===== src/sv/binary_outline_point_detector_top_macros.svh =====
// Assertion helpers for the RTL modules, included by the controller module.
// Each macro expects clk and arst_n in the scope where it is used.
`ifndef BINARY_OUTLINE_POINT_DETECTOR_TOP_MACROS_SVH
`define BINARY_OUTLINE_POINT_DETECTOR_TOP_MACROS_SVH

// Same-cycle implication
`define BOPD_ASSERT_IMPL(lbl, ante, cons, msg) \
	lbl: assert property (@(posedge clk) disable iff (!arst_n) (ante) |-> (cons)) \
		else $error(msg);

// Next-cycle implication
`define BOPD_ASSERT_NEXT(lbl, ante, cons, msg) \
	lbl: assert property (@(posedge clk) disable iff (!arst_n) (ante) |=> (cons)) \
		else $error(msg);

`endif


===== src/sv/bopd_pkg.sv =====
package bopd_pkg;

	// Image limits and field widths
	localparam int MAX_WIDTH  = 32;
	localparam int MAX_HEIGHT = 256;
	localparam int PIXEL_BITS = 32;
	localparam int COL_W      = $clog2(MAX_WIDTH);
	localparam int WID_W      = COL_W + 1;
	localparam int ROW_W      = $clog2(MAX_HEIGHT);
	localparam int HGT_W      = ROW_W + 1;

	// Configuration port
	localparam int CFG_IDX_W  = 2;
	localparam int CFG_DATA_W = 32;

	localparam logic [CFG_IDX_W-1:0] REG_BG_COLOUR = CFG_IDX_W'(0);
	localparam logic [CFG_IDX_W-1:0] REG_WIDTH     = CFG_IDX_W'(1);
	localparam logic [CFG_IDX_W-1:0] REG_HEIGHT    = CFG_IDX_W'(2);

	// Controller to datapath
	typedef struct packed {
		logic take;   // pixel transaction accepted this cycle
		logic scan;   // flush scan visits one column of the last row
		logic term;   // load terminator and restart the image
	} cmd_t;

	// Datapath to controller
	typedef struct packed {
		logic last_pixel; // pixel at the current position closes the image
		logic scan_done;  // scan column is the last column
		logic out_free;   // result register can take a new result
	} sts_t;

endpackage


===== src/sv/bopd_dpath.sv =====
module bopd_dpath (
	input  logic                                clk,
	input  logic                                arst_n,
	input  logic                                cfg_we,
	input  logic [bopd_pkg::CFG_IDX_W-1:0]      cfg_index,
	input  logic [bopd_pkg::CFG_DATA_W-1:0]     cfg_data,
	input  logic [bopd_pkg::PIXEL_BITS-1:0]     pixel_value,
	input  bopd_pkg::cmd_t                      cmd,
	output bopd_pkg::sts_t                      sts,
	output logic                                res_valid,
	input  logic                                res_stall,
	output logic [bopd_pkg::COL_W-1:0]          point_col,
	output logic [bopd_pkg::ROW_W-1:0]          point_row,
	output logic                                point_valid,
	output logic                                frame_last
);
	import bopd_pkg::*;

	// Configuration
	logic [PIXEL_BITS-1:0] bg_q;
	logic [WID_W-1:0]      width_q;
	logic [HGT_W-1:0]      height_q;

	// Line buffers of foreground bits and position counters
	logic [MAX_WIDTH-1:0]  cur_q, prev_q, above_q;
	logic [COL_W-1:0]      col_q, x_q;
	logic [ROW_W-1:0]      row_q;

	// Result register
	logic                  res_valid_q;
	logic [COL_W-1:0]      res_col_q;
	logic [ROW_W-1:0]      res_row_q;
	logic                  res_pv_q, res_last_q;

	logic [COL_W-1:0]      width_m1, col_c;
	logic                  fg;
	logic [MAX_WIDTH-1:0]  cur_eff, edge_mask;
	logic [HGT_W-1:0]      row_inc;
	logic                  take_emit, load, out_free;
	logic [WID_W-1:0]      wr_width;
	logic [HGT_W-1:0]      wr_height;

	// Current column (clamped), foreground test and merged current row
	always_comb begin
		width_m1 = COL_W'(width_q - 1'b1);
		col_c    = ({1'b0, col_q} >= width_q) ? width_m1 : col_q;
		fg       = pixel_value != bg_q;
		cur_eff  = cur_q | (fg ? ({{(MAX_WIDTH-1){1'b0}}, 1'b1} << col_c) : '0);
	end

	// Outline test of the previous row, every column in parallel
	always_comb begin
		logic in_w, left, right;
		for (int x = 0; x < MAX_WIDTH; x++) begin
			in_w  = WID_W'(x) < width_q;
			left  = (x > 0) ? prev_q[(x > 0) ? x - 1 : 0] : 1'b0;
			right = ((x + 1 < MAX_WIDTH) && (WID_W'(x + 1) < width_q)) ?
				prev_q[(x + 1 < MAX_WIDTH) ? x + 1 : x] : 1'b0;
			edge_mask[x] = in_w && prev_q[x] &&
				!(above_q[x] && cur_eff[x] && left && right);
		end
	end

	// Status toward the controller
	always_comb begin
		row_inc        = {1'b0, row_q} + 1'b1;
		take_emit      = (row_q != '0) && edge_mask[col_c];
		out_free       = !res_valid_q || !res_stall;
		sts.last_pixel = (col_c == width_m1) && (row_inc >= height_q);
		sts.scan_done  = x_q == width_m1;
		sts.out_free   = out_free;
		load = (cmd.take && take_emit) || (cmd.scan && cur_q[x_q]) || cmd.term;
	end

	// Clamp written sizes into range
	always_comb begin
		wr_width = cfg_data[WID_W-1:0];
		if (wr_width == '0)
			wr_width = WID_W'(1);
		else if (wr_width > WID_W'(MAX_WIDTH))
			wr_width = WID_W'(MAX_WIDTH);
		wr_height = cfg_data[HGT_W-1:0];
		if (wr_height == '0)
			wr_height = HGT_W'(1);
		else if (wr_height > HGT_W'(MAX_HEIGHT))
			wr_height = HGT_W'(MAX_HEIGHT);
	end

	// Configuration, line buffers and counters
	always_ff @(posedge clk or negedge arst_n) begin
		if (!arst_n) begin
			bg_q     <= '0;
			width_q  <= WID_W'(MAX_WIDTH < 32 ? MAX_WIDTH : 32);
			height_q <= HGT_W'(MAX_HEIGHT < 32 ? MAX_HEIGHT : 32);
			cur_q    <= '0;
			prev_q   <= '0;
			above_q  <= '0;
			col_q    <= '0;
			row_q    <= '0;
			x_q      <= '0;
		end else if (cfg_we) begin
			unique case (cfg_index) inside
				REG_BG_COLOUR: bg_q <= cfg_data[PIXEL_BITS-1:0];
				REG_WIDTH, REG_HEIGHT: begin
					if (cfg_index == REG_WIDTH)
						width_q <= wr_width;
					else
						height_q <= wr_height;
					cur_q   <= '0;
					prev_q  <= '0;
					above_q <= '0;
					col_q   <= '0;
					row_q   <= '0;
				end
				default: ;
			endcase
		end else if (cmd.term) begin
			// image done: restart
			cur_q   <= '0;
			prev_q  <= '0;
			above_q <= '0;
			col_q   <= '0;
			row_q   <= '0;
		end else if (cmd.take) begin
			x_q <= '0;
			if (sts.last_pixel) begin
				cur_q <= cur_eff;
			end else if (col_c == width_m1) begin
				above_q <= prev_q;
				prev_q  <= cur_eff;
				cur_q   <= '0;
				col_q   <= '0;
				row_q   <= row_q + 1'b1;
			end else begin
				cur_q <= cur_eff;
				col_q <= col_c + 1'b1;
			end
		end else if (cmd.scan) begin
			x_q <= x_q + 1'b1;
		end
	end

	// Result valid
	always_ff @(posedge clk or negedge arst_n) begin
		if (!arst_n)
			res_valid_q <= 1'b0;
		else if (out_free)
			res_valid_q <= load;
	end

	// Result payload
	always_ff @(posedge clk) begin
		if (out_free && load) begin
			if (cmd.term) begin
				res_col_q  <= '0;
				res_row_q  <= '0;
				res_pv_q   <= 1'b0;
				res_last_q <= 1'b1;
			end else if (cmd.scan) begin
				res_col_q  <= x_q;
				res_row_q  <= row_q;
				res_pv_q   <= 1'b1;
				res_last_q <= 1'b0;
			end else begin
				res_col_q  <= col_c;
				res_row_q  <= row_q - 1'b1;
				res_pv_q   <= 1'b1;
				res_last_q <= 1'b0;
			end
		end
	end

	assign res_valid   = res_valid_q;
	assign point_col   = res_col_q;
	assign point_row   = res_row_q;
	assign point_valid = res_pv_q;
	assign frame_last  = res_last_q;

endmodule


===== src/sv/bopd_ctrl.sv =====
module bopd_ctrl (
	input  logic           clk,
	input  logic           arst_n,
	input  logic           pix_valid,
	output logic           pix_stall,
	input  bopd_pkg::sts_t sts,
	output bopd_pkg::cmd_t cmd
);
	import bopd_pkg::*;

	`include "binary_outline_point_detector_top_macros.svh"

	localparam logic [1:0] ST_RUN   = 2'd0;
	localparam logic [1:0] ST_FLUSH = 2'd1;
	localparam logic [1:0] ST_TERM  = 2'd2;

	logic [1:0] state_q, state_d;

	// Commands and next state
	always_comb begin
		state_d   = state_q;
		cmd       = '0;
		pix_stall = 1'b1;
		unique case (state_q)
			ST_RUN: begin
				pix_stall = !sts.out_free;
				if (pix_valid && sts.out_free) begin
					cmd.take = 1'b1;
					if (sts.last_pixel)
						state_d = ST_FLUSH;
				end
			end
			ST_FLUSH: begin
				// one column of the last row per free slot
				if (sts.out_free) begin
					cmd.scan = 1'b1;
					if (sts.scan_done)
						state_d = ST_TERM;
				end
			end
			ST_TERM: begin
				if (sts.out_free) begin
					cmd.term = 1'b1;
					state_d  = ST_RUN;
				end
			end
			default: state_d = ST_RUN;
		endcase
	end

	always_ff @(posedge clk or negedge arst_n) begin
		if (!arst_n)
			state_q <= ST_RUN;
		else
			state_q <= state_d;
	end

	`BOPD_ASSERT_NEXT(a_last_starts_flush, cmd.take && sts.last_pixel,
		state_q == ST_FLUSH, "final pixel did not start the flush")
	`BOPD_ASSERT_NEXT(a_flush_holds, state_q == ST_FLUSH && !sts.out_free,
		state_q == ST_FLUSH, "flush advanced while result register was full")
	`BOPD_ASSERT_NEXT(a_term_returns, cmd.term,
		state_q == ST_RUN && !cmd.scan, "terminator did not return to pixel intake")

endmodule


===== src/sv/binary_outline_point_detector_top.sv =====
// Binary outline point detector. Pixels arrive in raster order; a pixel whose
// value differs from the background register is foreground, and each
// foreground pixel with a background or out-of-image 4-neighbour is reported
// as (column, row). Points of row r-1 come out while row r streams in, so
// intake runs at one pixel per cycle as long as results are taken. At the
// final pixel of the image the controller scans the last row one column per
// cycle while results are taken and then sends a terminator with frame_last
// set; pix_stall stays high through that tail. Writing the width or height
// restarts the image; configure only while the block is idle.
// No clearing pass is needed after reset.
module binary_outline_point_detector_top (
	input  logic                             clk,
	input  logic                             arst_n,
	// configuration
	input  logic                             cfg_valid,
	output logic                             cfg_ready,
	input  logic [bopd_pkg::CFG_IDX_W-1:0]   cfg_index,
	input  logic [bopd_pkg::CFG_DATA_W-1:0]  cfg_data,
	// pixel stream
	input  logic                             pix_valid,
	output logic                             pix_stall,
	input  logic [bopd_pkg::PIXEL_BITS-1:0]  pixel_value,
	// outline points
	output logic                             res_valid,
	input  logic                             res_stall,
	output logic [bopd_pkg::COL_W-1:0]       point_col,
	output logic [bopd_pkg::ROW_W-1:0]       point_row,
	output logic                             point_valid,
	output logic                             frame_last
);
	import bopd_pkg::*;

	cmd_t cmd;
	sts_t sts;

	// Register writes are always taken
	assign cfg_ready = 1'b1;

	bopd_ctrl u_ctrl (
		.clk       (clk),
		.arst_n    (arst_n),
		.pix_valid (pix_valid),
		.pix_stall (pix_stall),
		.sts       (sts),
		.cmd       (cmd)
	);

	bopd_dpath u_dpath (
		.clk         (clk),
		.arst_n      (arst_n),
		.cfg_we      (cfg_valid && cfg_ready),
		.cfg_index   (cfg_index),
		.cfg_data    (cfg_data),
		.pixel_value (pixel_value),
		.cmd         (cmd),
		.sts         (sts),
		.res_valid   (res_valid),
		.res_stall   (res_stall),
		.point_col   (point_col),
		.point_row   (point_row),
		.point_valid (point_valid),
		.frame_last  (frame_last)
	);

endmodule

===== config.mk =====
export PLATFORM = sky130hd
export DESIGN_NAME = binary_outline_point_detector_top
export DESIGN_NICKNAME = d
export VERILOG_FILES = /design/src/sv/bopd_pkg.sv /design/src/sv/bopd_dpath.sv /design/src/sv/bopd_ctrl.sv /design/src/sv/binary_outline_point_detector_top.sv
export VERILOG_INCLUDE_DIRS = /design/src /design/src/sv
export SDC_FILE = /design/constraint.sdc
export NUM_CORES = 1
export LEC_CHECK = 0
export CAP_MARGIN = 15
export CORE_MARGIN = 2
export CORE_UTILIZATION = 45
export CTS_CLUSTER_DIAMETER = 200
export DETAILED_ROUTE_END_ITERATION = 16
export DONT_BUFFER_PORTS = 1
export HOLD_SLACK_MARGIN = 0.02
export PLACE_DENSITY = 0.64
export SLEW_MARGIN = 0
export SYNTH_ARGS = -nofsm -noshare
export SYNTH_HDL_FRONTEND = slang
export SYNTH_SLANG_ARGS = --single-unit

===== constraint.sdc =====
create_clock -name clk -period 5 [get_ports clk]
set_clock_uncertainty 0.15 [all_clocks]
set_input_delay 0 -clock clk [delete_from_list [all_inputs] [get_ports clk]]
set_output_delay 0 -clock clk [all_outputs]
set_load 0.01 [all_outputs]

==> results of run 1 <==
## logic make-up after synthesis
logic type                 synth area share, %
other                                  0.03713
xor gates and xnor gates                 5.030
adders and majority gates                2.849
buffers and inverters                    4.088
muxes                                    8.610
DFF                                      44.62
and+or+nand+nor                          14.51
AOI/OAI and AO/OA                        20.26
## layer usage
metal  up-vias  wire length, um  GRT usage, %
met5         -                0             0
met4         0             1318         11.84
met3        83             2144         4.453
met2       402            13990         41.89
met1      4185            13950         38.15
li1       3802                -             -
## sequential cells by signal, summed over array words and instances (netlist names)
| register | flops |
|---|---|
| u_dpath.height_q | 9 |
| u_dpath.point_row | 8 |
| u_dpath.res_valid | 1 |
| u_dpath.frame_last | 1 |
| u_dpath.row_q | 8 |
| u_dpath.cur_q | 32 |
| u_dpath.above_q | 30 |
| u_dpath.col_q | 5 |
| u_dpath.bg_q | 32 |
| u_dpath.point_col | 5 |
| u_dpath.prev_q | 32 |
| u_ctrl.state_q | 2 |
| u_dpath.x_q | 5 |
| u_dpath.width_q | 6 |
| u_dpath.point_valid | 1 |
## stage by stage
| step | util (%) | area [um2] |
|---|---|---|
| final | 52.04 | 11430 |
| after global routing | 52.04 | 11430 |
| after CTS | 52.04 | 11430 |
| after detailed placement | 47.27 | 10380 |
| after global placement | 47.27 | 10380 |
| after floorplan | - | 10100 |
## path summary, 6_finish.rpt
check                      cells after the start                                  to                            start
max                                           13  u_dpath.point_col[4]$_SDFFCE_PP0P_   u_dpath.width_q[4]$_DFFE_PN0P_
min                                            3      u_dpath.width_q[1]$_DFFE_PN0P_                     cfg_index[0]
max reg2reg                                   13  u_dpath.point_col[4]$_SDFFCE_PP0P_   u_dpath.width_q[4]$_DFFE_PN0P_
min reg2reg                                    2     u_dpath.height_q[5]$_DFFE_PN1P_  u_dpath.height_q[5]$_DFFE_PN1P_
max in group asynchronous                      2        u_dpath.row_q[3]$_DFFE_PN0P_                           arst_n
min in group asynchronous                      2        u_dpath.bg_q[21]$_DFFE_PN0P_                           arst_n
## cell type report
class | instances | area (um2) | share of cell area (%)
clock inverter | 15 | 214.0 | 1.872
clock buffer | 17 | 425.4 | 3.723
multi-input combinational | 739 | 5194 | 45.45
inverter | 35 | 133.9 | 1.172
timing repair buffer | 65 | 603.1 | 5.278
tap | 280 | 350.3 | 3.066
sequential | 177 | 4507 | 39.44
## critical path, stage by stage, from the launching register on
cell,delay (ps)
dfrtp_1,600
inv_1,200
ha_1,340
nand4b_1,150
o22ai_2,480
mux2_2,520
inv_2,170
ha_1,470
nand3_1,130
a41o_1,220
a311oi_1,300
a311o_1,280
nand3_1,100
buf_4,210
## report_power, final
part,switching [mW],internal (mW)
Combinational,1.75,0.958
Clock,0.701,0.688
Sequential,0.281,1.69
Total,2.73,3.34
## timing repair
action / CTS / global route
endpoints found under the hold margin: 220 / 0
hold buffers: 39 / 0
gates resized for setup: 0 / 0
## placed cells by master (no fill, tap or decap), types with 34 or more instances in the layout
cell type	count
a22o_1	38
nand2_1	57
dfrtp_1	160
o21ai_0	43
a21oi_1	85
nor2_1	92
o2bb2ai_1	34
dlygate4sd3_1	38
xor2_1	40
mux2_2	46
==> summary.md, run 1 <==
| Metric | Value |
|---|---|
| Status | completed |
| Most frequent cell after synthesis | dfrtp_1 |
| First-pass GRT wire length | 49.51 mm |
| Vias in the first global route | 8330 |
| Clk Latency, worst-skew pair | 450 ps |
| Sequential element share of the synthesized area | 44.62% |
| HP Class | in -> reg |
| DRT iter0 DRCs | 860 |
| Initial antenna violation count | 0 |
| Synth top area cells | dfrtp_1 40%, mux2_2 5.1%, edfxtp_1 4.5%, a21oi_1 4.2%, xor2_1 3.5% |
| Worst Path Required | 5040 ps |
| Root Driver | clkbuf_16 |
| Fillers | 1950 |
| Final Cycle Share | 91.91% |
| #FFs+latches synth | 177 |
| FMAX | about 220 MHz |
| Post-synth EDFFs | 15 |
| Crit path time final | 4595 ps |
| CTS Buf Count | 17 |
| Post-Layout Cell Count | 1328 |
| Synth Instances | 1014 |
| RSZ-0062 raised after global routing | false |
| Setup ws final | 404.6 ps |
| Pwr per Cell Area | around 530 nW/um2 |
| DIE AREA | 23660 um2 |
| Post-CTS Setup Bufs | 0 |
| Final Hold Fails | 0 |
| Largest area contributor in the netlist | dfrtp_1 |
| IO Pins | 89 |
| Reg2Reg Setup Slack | just over 400 ps |
| Fin nets | 1129 |
| Finish-stage setup viols | 0 |
| Place WS | between 500 and 600 ps |
| Port buffer count | 0 |
| Die width | roughly 150 um |
| Largest net degree at the start of global routing | 163 |
| Ant diodes | 0 |
| Pwr Total | 6.070 mW |
| Synth async-reset ratio | between 90% and 100% |
| Total Wirelength | 31.40 mm |
| Crit-path max FO | 15 |
| CTS sink cnt | ~180 |
| Crit path kind | reg -> reg |
| RD Place Congestion | 1.010 |
| Syn_nets | between 1000 and 1500 |
| Max VDD drop | 0.2742 mV |
| H-tree Lvls | 4 |
| Core area | 21960 um2 |
| Area growth syn-to-layout | 13.14% |
| Max-slew headroom | 29.59% |
| Critical Path Source Type | register |
| Syn Area/Cell | 9.960 um2 |
| DP Cell Count | 1257 |
| Die Ht | 153.8 um |
| Fin Setup TNS | 0 ps |
| Synth cell count leaders | 160 x dfrtp_1, 93 x nor2_1, 85 x a21oi_1, 57 x nand2_1, 46 x mux2_2 |
| Antenna viol nets, final | 0 |
| CTS tree | built |
| DR vias/cell | 6.380 |
| Share of the synthesized area in the top cell type | 39.64% |
| Share of cells above drive strength 1 | 13.07% |
| Pleak | 4.794 nW |
| Total Routing Usage GR | between 20 and 30% |
| Cell variety after synth | 80 |
| Initial core utilization | roughly 46% |
| First-pass DRT Iterations | 8 |
| Rows | 54 |
| Setup crit end kind | register |
| Clock Path Buffers | 2 |
| Synth Warn # | 0 |
| Worst Path Arrival | 4630 ps |
| Routed length per instance | 23.65 um |
| Via count | 8472 |
| Register clock-pin slew on the reported worst setup and hold paths | ~90 ps |
| DRC viols | 0 |
| Maxcap violations | 0 |
| Gr ovfl total | 0 |
| Mapped cell area | slightly above 10000 um2 |
| Slew @ Worst Pin | between 1000 and 1500 ps |
| Ys flop type | dfrtp_1 |
| Worst hold slack | between 40 and 50 ps |
| Slew Viols, Final | 0 |
| DP HPWL | approximately 22 mm |
(Power assumes the default switching activity.)
==> run 2: changes to the inputs <==
--- a/config.mk
+++ b/config.mk
@@ -7,13 +7,16 @@
 export NUM_CORES = 1
 export LEC_CHECK = 0
 export CAP_MARGIN = 15
+export CELL_PAD_IN_SITES_DETAIL_PLACEMENT = 0
+export CELL_PAD_IN_SITES_GLOBAL_PLACEMENT = 1
+export CORE_ASPECT_RATIO = 1.75
 export CORE_MARGIN = 2
 export CORE_UTILIZATION = 45
 export CTS_CLUSTER_DIAMETER = 200
 export DETAILED_ROUTE_END_ITERATION = 16
 export DONT_BUFFER_PORTS = 1
 export HOLD_SLACK_MARGIN = 0.02
-export PLACE_DENSITY = 0.64
+export PLACE_DENSITY = 0.77
 export SLEW_MARGIN = 0
 export SYNTH_ARGS = -nofsm -noshare
 export SYNTH_HDL_FRONTEND = slang
==> run 2 against run 1 <==
The flow now finishes with violations (hold timing). Power rose by 1.2%. Hold slack lost 82 ps. Clock power is essentially flat. Combinational power grew 3%. First-iteration DRC count shrank 14%. Maximum frequency up 3.5%. Count of clock-buffer cells in the layout grew 2. Register-to-register slack gained 150 ps. Critical path depth unchanged. Worst setup slack improved by 150 ps. Non-clock buffer count rose by 5. Global-route usage is 2.8 points higher.
==> summary.md, run 2 (same netlist as run 1, synthesis figures left out) <==
| Metric | Value |
|---|---|
| Status | finished with violations |
| Violations in the final reports | hold timing |
| H-tree Lvls | 4 (unchanged) |
| Finish-stage setup viols | 0 (unchanged) |
| Critical Path Source Type | register |
| Setup ws final | 559.6 ps (+155.0 ps) |
| Total Wirelength | 33.91 mm (+8.0%) |
| Critical Path End | u_dpath.point_row[0]$_SDFFCE_PP0P_ |
| Reg2reg start | u_dpath.width_q[4]$_DFFE_PN0P_ |
| Pwr per Cell Area | 535.4 nW/um2 (+0.79%) |
| Die Ht | 202.2 um (+31%) |
| Clk Latency, worst-skew pair | 470 ps (+20 ps) |
| Vias in the first global route | 9063 (+8.8%) |
| Commonest non-fill, non-tap cell in the layout | dfrtp_1 |
| Total Routing Usage GR | 29.96% (+2.8 points) |
| Resize count post-CTS | 0 (unchanged) |
| Antenna viol nets, final | 0 (unchanged) |
| Rows | 72 (+33%) |
| Sequential power share | 32.3% (-0.2 points) |
| Final Hold Fails | 13 (+13) |
| CTS Buf Count | 17 (unchanged) |
| Stages on the worst setup path | 13 (unchanged) |
| Int Pwr | 3.396 mW (+1.8%) |
| Slew @ Worst Pin | 1101 ps (+48.56 ps) |
| Largest net degree at the start of global routing | 163 (unchanged) |
| R2R Path End | u_dpath.point_row[0]$_SDFFCE_PP0P_ |
| DP HPWL | 24.62 mm (+12%) |
| Crit path kind | reg -> reg |
| Biggest regs | u_dpath.bg_q (32), u_dpath.cur_q (32), u_dpath.prev_q (32) |
| Crit path max-delay family | compound AO/OA/AOI/OAI gates |
| Logic pwr share | 45.4% (+0.7 points) |
| DRC viols | 0 (unchanged) |
| Switch share | 44.70% (-0.36 points) |
| Crit. Startpoint | u_dpath.width_q[4]$_DFFE_PN0P_ |
| Sw Pwr | 2.745 mW (+0.36%) |
| Slowest stage delay, CP | 920 ps (+320 ps) |
| Routed length per instance | 25.15 um (+6.4%) |
| Share of cells above drive strength 1 | 12.83% (-0.24 points) |
| Register clock-pin slew on the reported worst setup and hold paths | 70 ps (-20 ps) |
| Root Driver | clkbuf_16 |
| Clk pwr share | 22.3% (-0.6 points) |
| FMAX | 225.2 MHz (+3.5%) |
| Core area | 22070 um2 (+0.51%) |
| Fin Setup TNS | 0 ps (unchanged) |
| Worst Path Arrival | 4500 ps (-130 ps) |
| Initial core utilization | 45.76% (-0.23 points) |
| Gr ovfl total | 0 (unchanged) |
| Reg2Reg Setup Slack | 560 ps (+150 ps) |
| Setup crit end kind | register |
| First-pass GRT wire length | 52.03 mm (+5.1%) |
| Area growth syn-to-layout | 13.57% |
| Max-slew headroom | 24.52% (-5.1 points) |
| Fillers | 2042 (+4.7%) |
| Maxcap violations | 0 (unchanged) |
| CTS tree | built |
| Slew Viols, Final | 0 (unchanged) |
| Commonest non-fill, non-tap cells in the layout | 160 x dfrtp_1, 92 x nor2_1, 85 x a21oi_1, 57 x nand2_1, 46 x mux2_2 |
| DR vias/cell | 6.319 (-0.95%) |
| Max VDD drop | 0.3687 mV (+34%) |
| Crit-path max FO | 15 (unchanged) |
| Clock Path Buffers | 2 (unchanged) |
| Pleak | 4.800 nW (+0.11%) |
| First-pass DRT Iterations | 6 (-2) |
| Multi-input gate area | 5194 um2 (unchanged) |
| Via count | 8518 (+0.54%) |
| Die width | 117.2 um (-24%) |
| Final Cycle Share | 88.81% (-3.1 points) |
| Crit path buffers/inverters | 4 (+1) |
| Crit path time final | 4440 ps (-155.0 ps) |
| Place WS | 658.7 ps (+106.8 ps) |
| FF/Latch Area | 4507 um2 (unchanged) |
| Ant diodes | 0 (unchanged) |
| CP max-delay cell | mux2i_1 |
| RD Place Congestion | 1.029 (+1.9%) |
| DP Cell Count | 1273 (+1.3%) |
| RSZ-0062 raised after global routing | false |
| DIE AREA | 23700 um2 (+0.20%) |
| Crit-path cells | buf_4 > inv_1 > ha_1 > nand4b_1 > o22ai_2 > buf_4 > mux2i_1 > a221o_1 > a2111oi_2 > a311oi_1 > a311o_1 > nand3_1 > buf_4 |
| Most frequent CP cell | buf_4 |
| Reg2Reg Depth | 13 (unchanged) |
| Fin nets | 1134 (+0.44%) |
| DRT iter0 DRCs | 740 (-14%) |
| Post-Layout Cell Count | 1348 (+1.5%) |
| IO Pins | 89 (unchanged) |
| Worst hold slack | -38.66 ps (-82.11 ps) |
| Initial antenna violation count | 0 (unchanged) |
| CTS sink cnt | 177 (unchanged) |
| Pwr Total | 6.141 mW (+1.2%) |
| Port buffer count | 0 (unchanged) |
| HP Class | in -> async |
| Post-CTS Setup Bufs | 0 (unchanged) |
| Worst Path Required | 5060 ps (+20 ps) |
run 2: stage by stage:
stage / util (%) / area [um2]
6_report: 51.97 / 11470
5_1_grt: 51.97 / 11470
4_1_cts: 51.97 / 11470
3_5_place_dp: 47.18 / 10410
3_3_place_gp: 47.18 / 10410
2_1_floorplan: - / 10100
run 2: power by group through the flow:
stage	Combinational, mW	Clock, mW	Sequential [mW]
after global placement	2.66	0	1.99
after global routing	2.97	1.44	2.00
after CTS	2.73	1.40	1.97
after floorplan	1.89	0	1.85
final	2.79	1.37	1.98
after detailed placement	2.65	0	2.00
run 2: how the worst min path moves through the flow:
stage | cells past startpoint | end | from
2_1_floorplan | 0 | u_ctrl.state_q[0]$_DFFE_PN0P_ | arst_n
3_3_place_gp | 0 | u_dpath.col_q[1]$_DFFE_PN0P_ | arst_n
3_5_place_dp | 0 | u_dpath.prev_q[14]$_DFFE_PN0P_ | arst_n
4_1_cts | 3 | u_dpath.width_q[4]$_DFFE_PN0P_ | cfg_index[0]
5_1_grt | 2 | u_dpath.bg_q[29]$_DFFE_PN0P_ | cfg_data[29]
6_report | 2 | u_dpath.above_q[14]$_DFFE_PN0P_ | arst_n
run 2: area by class of cell:
type                            instances  share of cell area (%)
Multi-Input combinational cell        739                   45.28
Clock buffer                           19                   3.960
Tap cell                              296                   3.229
Sequential cell                       177                   39.29
Inverter                               35                   1.167
Timing Repair Buffer                   70                   5.803
Clock inverter                         12                   1.265
run 2: layer usage:
| metal | global-route usage (%) | vias to the layer above | share of wire (%) |
|---|---|---|---|
| met5 | 0 | - | 0 |
| met4 | 20.00 | 0 | 7.4 |
| met3 | 6.207 | 137 | 6.2 |
| met2 | 49.96 | 398 | 51 |
| met1 | 33.68 | 4187 | 36 |
| li1 | - | 3796 | - |
run 2: what timing repair did:
action / CTS / global route
endpoints found under the setup margin: 0 / 0
endpoints found under the hold margin: 221 / 0
hold buffers: 44 / 0
==> run 3: changes to the inputs <==
--- a/config.mk
+++ b/config.mk
@@ -7,8 +7,6 @@
 export NUM_CORES = 1
 export LEC_CHECK = 0
 export CAP_MARGIN = 15
-export CELL_PAD_IN_SITES_DETAIL_PLACEMENT = 0
-export CELL_PAD_IN_SITES_GLOBAL_PLACEMENT = 1
 export CORE_ASPECT_RATIO = 1.75
 export CORE_MARGIN = 2
 export CORE_UTILIZATION = 45
@@ -16,7 +14,7 @@
 export DETAILED_ROUTE_END_ITERATION = 16
 export DONT_BUFFER_PORTS = 1
 export HOLD_SLACK_MARGIN = 0.02
-export PLACE_DENSITY = 0.77
+export PLACE_DENSITY = 0.64
 export SLEW_MARGIN = 0
 export SYNTH_ARGS = -nofsm -noshare
 export SYNTH_HDL_FRONTEND = slang
==> run 3 against run 2 <==
The run still ends with hold timing left. Flip-flop and latch count did not move. First-iteration DRC count rose by 8.6%. Power rose by 0.68%. Hold slack improved by 23 ps. Largest cell class unchanged. Highest routed layer unchanged.
==> summary.md, run 3 (same netlist as run 1, synthesis figures left out) <==
| Metric | Value |
|---|---|
| FMAX | 218.5 MHz (-3.0%) |
| Max-slew headroom | 15.36% (-9.2 points) |
| Maxcap violations | 0 (unchanged) |
| Max VDD drop | 0.4009 mV (+8.7%) |
| First-pass GRT wire length | 52.70 mm (+1.3%) |
| Top routing layer in use | met4 |
| Antenna viol nets, final | 0 (unchanged) |
| IO Pins | 89 (unchanged) |
| Met2 WL | 18.18 mm (+6.1%) |
| HP Class | in -> async |
| Final Hold Fails | 4 (-9) |
| Share of cells above drive strength 1 | 12.75% (-0.087 points) |
| Slowest stage delay, CP | 1050 ps (+130 ps) |
| Area growth syn-to-layout | 14.98% |
| Crit path buffers/inverters | 2 (-2) |
| Via count | 8586 (+0.80%) |
| Pleak | 4.870 nW (+1.5%) |
| Initial core utilization | 45.76% (unchanged) |
| Port buffer count | 0 (unchanged) |
| Commonest non-fill, non-tap cell in the layout | dfrtp_1 |
| Slew @ Worst Pin | 1234 ps (+133.5 ps) |
| Worst hold slack | -15.20 ps (+23.46 ps) |
| Reg2reg start | u_dpath.width_q[4]$_DFFE_PN0P_ |
| Setup ws final | 424.2 ps (-135.4 ps) |
| H-tree Lvls | 4 (unchanged) |
| Reg2Reg Depth | 11 (-2) |
| Total Routing Usage GR | 30.49% (+0.54 points) |
| Place WS | 545.2 ps (-113.5 ps) |
| CTS sink cnt | 177 (unchanged) |
| Crit path time final | 4576 ps (+135.4 ps) |
| Routed length per instance | 25.31 um (+0.62%) |
| CTS Buf Count | 17 (unchanged) |
| Slew Viols, Final | 0 (unchanged) |
| Vias in the first global route | 8906 (-1.7%) |
| Crit-path cells | inv_1 > ha_1 > nand4b_1 > o22ai_2 > mux2i_1 > and3_1 > a2bb2oi_1 > o22ai_1 > a22oi_1 > nand3_1 > buf_4 |
| Detail Route met3 WL | 1.894 mm (-11%) |
| Crit path kind | reg -> reg |
| Met1 Wirelength | 12.02 mm (-1.0%) |
| Fillers | 1972 (-3.4%) |
| Biggest regs | u_dpath.bg_q (32), u_dpath.cur_q (32), u_dpath.prev_q (32) |
| Resize count post-CTS | 0 (unchanged) |
| CTS tree | built |
| DP HPWL | 24.78 mm (+0.64%) |
| Fin nets | 1148 (+1.2%) |
| DR vias/cell | 6.299 (-0.31%) |
| RD Place Congestion | 1.017 (-1.2%) |
| Crit-path max FO | 15 (unchanged) |
| Ant diodes | 0 (unchanged) |
| Initial antenna violation count | 0 (unchanged) |
| RSZ-0062 raised after global routing | false |
| Commonest non-fill, non-tap cells in the layout | 160 x dfrtp_1, 92 x nor2_1, 85 x a21oi_1, 57 x nand2_1, 57 x dlygate4sd3_1 |
| Register clock-pin slew on the reported worst setup and hold paths | 70 ps (about the same) |
| Rows | 72 (unchanged) |
| Core area | 22070 um2 (unchanged) |
| Clk Latency, worst-skew pair | 470 ps (about the same) |
| First-pass DRT Iterations | 5 (-1) |
| Total Wirelength | 34.50 mm (+1.7%) |
| DIE AREA | 23700 um2 (unchanged) |
| Largest net degree at the start of global routing | 163 (unchanged) |
| Finish-stage setup viols | 0 (unchanged) |
| Setup crit end kind | register |
| DRT iter0 DRCs | 804 (+8.6%) |
| Die width | 117.2 um (unchanged) |
| Worst Path Required | 5050 ps (about the same) |
| Worst Path Arrival | 4630 ps (+130 ps) |
| Gr ovfl total | 0 (unchanged) |
| Violations in the final reports | hold timing |
| CP max-delay cell | mux2i_1 |
| Die Ht | 202.2 um (unchanged) |
| Reg2Reg Setup Slack | 420 ps (-140 ps) |
| DRC viols | 0 (unchanged) |
| Fin Setup TNS | 0 ps (unchanged) |
| R2R Path End | u_dpath.point_row[3]$_SDFFCE_PP0P_ |
| Status | finished with violations |
| Final Cycle Share | 91.52% (+2.7 points) |
| Pwr per Cell Area | 532.5 nW/um2 (-0.55%) |
| Critical Path Source Type | register |
| Clock Path Buffers | 2 (unchanged) |
| Root Driver | clkbuf_16 |
| Crit path max-delay family | compound AO/OA/AOI/OAI gates |
## run 3: cell count changes in the layout (fill, tap and decap cells not counted), sizes merged
cell,previous run,this run
clkinv,3,1
clkinvlp,3,2
inv,40,43
dlygate4sd3,43,57
clkbuf,19,20
## run 3: repair_timing
action | CTS | global route
endpoints found under the hold margin | 219 | 0
hold buffers | 58 | 0
setup buffers | 0 | 0
## run 3: final cells by class
cell class	instances	area, um2	share of cell area [%]
multi-input cells	739	5194	44.73
flip-flops and latches	177	4507	38.81
repair buffers	84	805.8	6.939
clock buffers	20	467.9	4.030
well taps	296	370.4	3.189
clock inverters	12	133.9	1.153
inverters	35	133.9	1.153
## run 3: how the worst max path moves through the flow
stage | startpoint | end | slack (ps) | depth (start not counted)
global placement | u_dpath.width_q[4]$_DFFE_PN0P_ | u_dpath.point_row[3]$_SDFFCE_PP0P_ | 670 | 12
floorplan | u_dpath.col_q[0]$_DFFE_PN0P_ | u_dpath.frame_last$_DFFE_PP_ | 1130 | 14
detailed placement | u_dpath.width_q[4]$_DFFE_PN0P_ | u_dpath.point_row[2]$_SDFFCE_PP0P_ | 550 | 12
finish | u_dpath.width_q[4]$_DFFE_PN0P_ | u_dpath.point_row[3]$_SDFFCE_PP0P_ | 420 | 11
CTS | u_dpath.width_q[4]$_DFFE_PN0P_ | u_dpath.point_row[3]$_SDFFCE_PP0P_ | 520 | 12
global route | u_dpath.width_q[4]$_DFFE_PN0P_ | u_dpath.point_col[0]$_SDFFCE_PP0P_ | 290 | 12
## run 3: metal layers
layer	track usage, %	up-vias
met5	0	-
met4	20.50	0
met3	5.667	127
met2	51.91	413
met1	33.64	4218
li1	-	3828
## run 3: metrics by stage
step	total power, mW	area [um2]	cells	util, %
2_1_floorplan	3.741	10100	1014	-
3_3_place_gp	4.619	10410	1273	47.18
3_5_place_dp	4.636	10410	1273	47.18
4_1_cts	6.138	11610	1363	52.61
5_1_grt	6.454	11610	1363	52.61
6_report	6.183	11610	1363	52.61
## run 3: report_power, final
group	switching [mW]	internal (mW)	leakage, nW
clock	0.632	0.749	0.291
sequential	0.286	1.69	2.30
combinational	1.83	0.991	2.28
total	2.75	3.43	4.87
